--- src/rtl/core/stereo_linked_compressor_gain_unit_assert.svh ---
// Assertion macros for the compressor gain unit.
`ifndef STEREO_LINKED_COMPRESSOR_GAIN_UNIT_ASSERT_SVH
`define STEREO_LINKED_COMPRESSOR_GAIN_UNIT_ASSERT_SVH
`define SLC_ASSERT_IMPL(lbl, ante, cons, msg) \
  lbl: assert property (@(posedge clk_i) disable iff (!rst_ni) (ante) |-> (cons)) \
    else $error(msg);
`define SLC_ASSERT_NEXT(lbl, ante, cons, msg) \
  lbl: assert property (@(posedge clk_i) disable iff (!rst_ni) (ante) |=> (cons)) \
    else $error(msg);
`endif

--- src/rtl/core/slcg_pkg.sv ---
`default_nettype none
package slcg_pkg;
  localparam logic [1:0] RegThreshold = 2'd0;
  localparam logic [1:0] RegRatio     = 2'd1;
  localparam logic [1:0] RegAttack    = 2'd2;
  localparam logic [1:0] RegRelease   = 2'd3;
  localparam logic [16:0] UnityGain   = 17'd65536;

  typedef enum logic [2:0] {
    OpIdle, OpDetect, OpEnvMul, OpEnvDone, OpLog, OpExpMul, OpGain, OpScale
  } dp_op_e;

  typedef struct packed {
    logic load;
    dp_op_e op;
  } dp_cmd_t;

  typedef struct packed {
    logic done;
  } dp_stat_t;

  // Mitchell log2 in Q.16 (5 bit integer part).
  function automatic logic [20:0] mlog2(input logic [23:0] x);
    logic [4:0] p;
    logic [23:0] m;
    p = 5'd0;
    for (int i = 0; i < 24; i++) begin
      if (x[i]) p = 5'(i);
    end
    m = x << (5'd23 - p);
    return {p, m[22:7]};
  endfunction
endpackage
`default_nettype wire

--- src/rtl/core/slcg_ctrl.sv ---
`default_nettype none
module slcg_ctrl
  import slcg_pkg::*;
(
  input  wire logic clk_i,
  input  wire logic rst_ni,
  input  wire logic in_valid_i,
  output logic in_ready_o,
  output logic out_valid_o,
  input  wire logic out_ready_i,
  output dp_cmd_t cmd_o
);
  localparam logic [2:0] SIdle = 3'd0, SDet = 3'd1, SMul = 3'd2, SEnv = 3'd3,
    SLog = 3'd4, SExp = 3'd5, SGain = 3'd6, SScale = 3'd7;
  logic [2:0] state_q, state_d;
  logic out_valid_q, out_valid_d;

  assign in_ready_o = (state_q == SIdle) && !out_valid_q;
  assign out_valid_o = out_valid_q;

  always_comb begin
    state_d = state_q;
    out_valid_d = out_valid_q && !out_ready_i;
    cmd_o.load = 1'b0;
    cmd_o.op = OpIdle;
    unique case (state_q)
      SIdle: if (in_valid_i && in_ready_o) begin
        cmd_o.load = 1'b1;
        state_d = SDet;
      end
      SDet: begin cmd_o.op = OpDetect; state_d = SMul; end
      SMul: begin cmd_o.op = OpEnvMul; state_d = SEnv; end
      SEnv: begin cmd_o.op = OpEnvDone; state_d = SLog; end
      SLog: begin cmd_o.op = OpLog; state_d = SExp; end
      SExp: begin cmd_o.op = OpExpMul; state_d = SGain; end
      SGain: begin cmd_o.op = OpGain; state_d = SScale; end
      SScale: begin cmd_o.op = OpScale; state_d = SIdle; out_valid_d = 1'b1; end
      default: state_d = SIdle;
    endcase
  end

  always_ff @(posedge clk_i or negedge rst_ni) begin
    if (!rst_ni) begin
      state_q <= SIdle;
      out_valid_q <= 1'b0;
    end else begin
      state_q <= state_d;
      out_valid_q <= out_valid_d;
    end
  end
endmodule
`default_nettype wire

--- config.mk ---
export PLATFORM = sky130hd
export DESIGN_NAME = slcg_ctrl
export DESIGN_NICKNAME = d
export VERILOG_FILES = /design/src/rtl/core/stereo_linked_compressor_gain_unit_assert.svh /design/src/rtl/core/slcg_pkg.sv /design/src/rtl/core/slcg_ctrl.sv
export SDC_FILE = /design/constraint.sdc
export NUM_CORES = 1
export LEC_CHECK = 0
export BUFFER_PORTS_ARGS = -buffer_cell sky130_fd_sc_hd__buf_2
export CORE_AREA = 4 4 41 43
export CTS_BUF_LIST = sky130_fd_sc_hd__clkbuf_8
export DETAILED_ROUTE_END_ITERATION = 12
export DIE_AREA = 0 0 45 47
export PLACE_DENSITY_LB_ADDON = 0.1
export SETUP_SLACK_MARGIN = 0.4
export SYNTH_ARGS = -nofsm -noshare
export SYNTH_HDL_FRONTEND = slang
export SYNTH_SLANG_ARGS = --single-unit
--- constraint.sdc ---
create_clock -name clk_i -period 0.8 [get_ports clk_i]
set_input_delay 0.04 -clock clk_i [delete_from_list [all_inputs] [get_ports clk_i]]
set_output_delay 0.04 -clock clk_i [all_outputs]
set_load 0.01 [all_outputs]
==> impl.org <==
** Placed design
- Port Buf Inserts :: 9
- Detailed placement HPWL :: 364 um
- Summing all placed instances gives a cell area of 278 um^2.
- Placer's final routability congestion estimate :: 0.649

** Timing
- The hold violation count in the final report is 1.
- After layout, the worst path uses 152% of the clock period.
- Subtracting the final worst setup slack from the clock period gives 1.22 ns.
- The number of max-slew violations in the final report was 0.
- Hold Slack :: -0.0183 ns
- Setup repair after global routing missed its margin :: true
- Relative max-transition margin :: 85.8%
- Upper clock frequency limit :: 823 MHz
- Across all setup checks in the final design, the least slack found is -0.415 ns.
- Clock skew on the completed layout was measured at 0.00428 ns.
- Setup violations remaining at the end of the flow were counted as 10.
- Slew of the pin with the lowest slew margin :: 0.211 ns

** Global route
- The number of global-route vias before repair was 180.
- Pin count of the biggest net entering global routing :: 6
- The number of antenna violations at the first check in global routing came to 0.
- Final global-route overflow total :: 0
- Global Route Usage Sum :: 5.47%
- First-pass GRT wire length :: 738 um

** Clock tree
- TritonCTS clock tree :: built
- Buffers inserted during clock tree synthesis total 3.
- CTS built an H-tree with a depth of 1.
- No sink is reached through more buffers than the 2 on the longest clock path.
- After clock tree synthesis, the clock-pin slew on the worst setup and hold paths is 0.03 ns.
- Clock insertion delay at the later pin of the skew report :: 0.22 ns
- Clock Sinks :: 4
- Buffers inserted to repair hold after CTS numbered 1.
- CTS root buffer :: clkbuf_8

** Pwr
- Internal power comes to 1.46 mW.
- For this design the total switching power over the nets is 684 uW.
- Dividing total power by cell area gives a power density of 4570 nW/um^2.
- Static leakage :: 0.218 nW
- Switching share of power :: 32.0%
- Total Power :: 2.14 mW
- Of the total power, registers draw 20.2%.
- VDD IR max :: 1.25 mV
- Proportion of power drawn by combinational gates :: 59.8%
- The clock network accounts for 20.1% of the total power.

** Synth
- Number of warnings reported in the yosys synthesis log :: 0
- Summing the sequential cell areas from Yosys gives 55.6% of the chip area.
- After synthesis, the netlist uses 13 different library cells.
- Compound-gate portion of the synthesized area :: 5.56%
- Counting every net in the synthesized netlist gives 22.
- The synthesized netlist devotes 9.72% of its cell area to XOR and XNOR gates.
- Of the total synthesized cell area, the portion taken by full adders, half adders and majority gates is 0%.
- Share of cell area taken by muxes after synthesis :: 0%
- Average cell area after synthesis :: 10.0 um^2
- After synthesis, the largest family of logic cells by area is simple AND/OR/NAND/NOR gates.
- Synthesis produced 18 cells.
- Simple-gate share of the synthesized area :: 20.8%
- Post-synthesis sequential element count :: 4
- The cell area that synthesis handed to floorplanning was 180 um^2.

** Die
- X dimension of the die :: 45 um
- Top-level I/O count :: 10
- The core region is 1300 um^2.
- The initialized floorplan defines 13 standard-cell rows.
- Floorplan die area :: 2120 um^2
- Starting utilization of the core area :: 13.8%
- The die is 47 um tall.

** Run status
- Violations in the final reports :: negative hold slack, negative setup slack
- Run status :: complete, but fails checks

** Critical path
- In this run the worst path has a maximum fanout of 2.
- The worst setup path is captured at an output port.
- Nature of the critical path startpoint :: flop
- Class of the most critical setup path :: flop to output port
- The signal on the critical path passes through nor4_4, and2_4, buf_6.
- Register-to-register path setup slack :: -0.17 ns
- Slowest stage cell on the critical path :: dfrtp_2
- For the worst setup path, the data required time is 0.76 ns.
- Largest incremental delay on the critical path :: 0.41 ns
- WP data arrival :: 1.18 ns

** Layout
- Once layout is complete, the utilization of the core stands at 36.0%.
- Filler cells :: 131
- The library cell used most frequently in the layout, excluding fill and tap cells, is buf_6.
- Number of inserted diodes :: 0
- Most frequent cells in the layout :: buf_6 (9), buf_2 (4), clkbuf_8 (3), dfrtp_2 (3)
- The sequential cells in the finished layout cover a total of 104 um^2.
- Finished layout cell area :: 468 um^2
- Combined area of the multi-input logic cells :: 115 um^2
- Area overhead of the layout relative to synthesis :: 160%
- Of the cells placed in the final design, the portion with a size suffix greater than 1 is 83.8%.
- At the end of the flow, the number of nets in the layout was 42.

** Route
- Residual DRC :: 0
- The detail route stage leaves a number of antenna-violating nets equal to 0.
- The final layout contains routed wiring with a total length of 465 um.
- Average via count per standard cell :: 3.71
- Routed length per instance :: 8.94 um
- Total number of vias :: 193
- For this run, the detailed router's first-pass iteration total came to 1.
- After the first detailed-routing iteration, the DRC count stood at 0.

** Min path
- The tightest min-delay check is of the input port to flop type.

** Run
- Max_cap viols :: 0
[state kept, by name, summed over array words and instances, names as in the netlist]
signal / count
state_q: 3
out_valid_o: 1
[power groups by stage]
stage,registers (mW),clock network (mW),logic (mW)
floorplan,0.489,0,0.301
global placement,0.427,0,0.646
detailed placement,0.421,0,0.651
CTS,0.432,0.440,0.949
global route,0.448,0.460,1.37
finish,0.432,0.430,1.28
[final timing paths]
path                                     to  cells past startpoint   startpoint
worst max-delay path               cmd_o[3]                      3  out_valid_o
min in group asynchronous       out_valid_o                      2       rst_ni
worst max register to register   state_q[0]                      4  out_valid_o
worst min-delay path            out_valid_o                      2  out_ready_i
worst min register to register   state_q[1]                      2   state_q[1]
max in group asynchronous        state_q[0]                      2       rst_ni
[synthesized netlist by cell type]
master,count,area (um^2)
inv_1,1,3.75
xnor2_1,1,8.76
a21oi_1,1,5.00
nand2_1,1,3.75
nand3_1,1,5.00
and2_1,1,6.26
nand2b_1,1,6.26
xor2_1,1,8.76
clkbuf_1,3,11.3
dfrtp_1,4,100
o21ai_0,1,5.00
nor2_1,1,3.75
nor4_2,1,12.5
[per-layer routing]
| layer | global-route usage, % | routed length [um] | vias to the layer above |
|---|---|---|---|
| li1 | - | - | 95 |
| met1 | 5.98 | 207 | 91 |
| met2 | 7.06 | 210 | 7 |
| met3 | 4.60 | 46 | 0 |
| met4 | 3.51 | 0 | 0 |
| met5 | 0 | 0 | - |
[worst max-delay path: cells and delay by family, from the launching register on]
family,cells,cell delay [ns]
buffers and inverters,1,0.09
flip-flops,1,0.41
AND/OR/NAND/NOR,2,0.46
[kinds of logic after synthesis]
kind of cell | after synthesis
xor gates and xnor gates | 2
and+or+nand+nor | 6
DFF | 4
AOI/OAI and AO/OA | 2
buffers and inverters | 4
[stage by stage]
step	instances	hold slack (ns)	TNS, ns	setup WS [ns]
floorplan	18	-0.256	-0.235	-0.222
global placement	43	-0.148	-0.456	-0.186
detailed placement	43	-0.148	-0.511	-0.219
CTS	49	-0.0231	-1.81	-0.434
global route	52	-0.0138	-2.15	-0.449
finish	52	-0.0183	-1.87	-0.415
[layout make-up]
class	instances	share of cell area [%]
repair buffers	18	38.8
multi-input cells	10	24.6
flip-flops and latches	4	22.2
clock buffers	3	8.82
well taps	15	4.01
clock inverters	1	0.802
inverters	1	0.802
[timing repair]
item,CTS,global route
cloned,0,0
hold endpoints to repair,5,1
pin swaps,3,7
setup endpoints to repair,10,10
buffers inserted,1,3
resized for setup,12,6
Power figures use the tool's default switching activity.
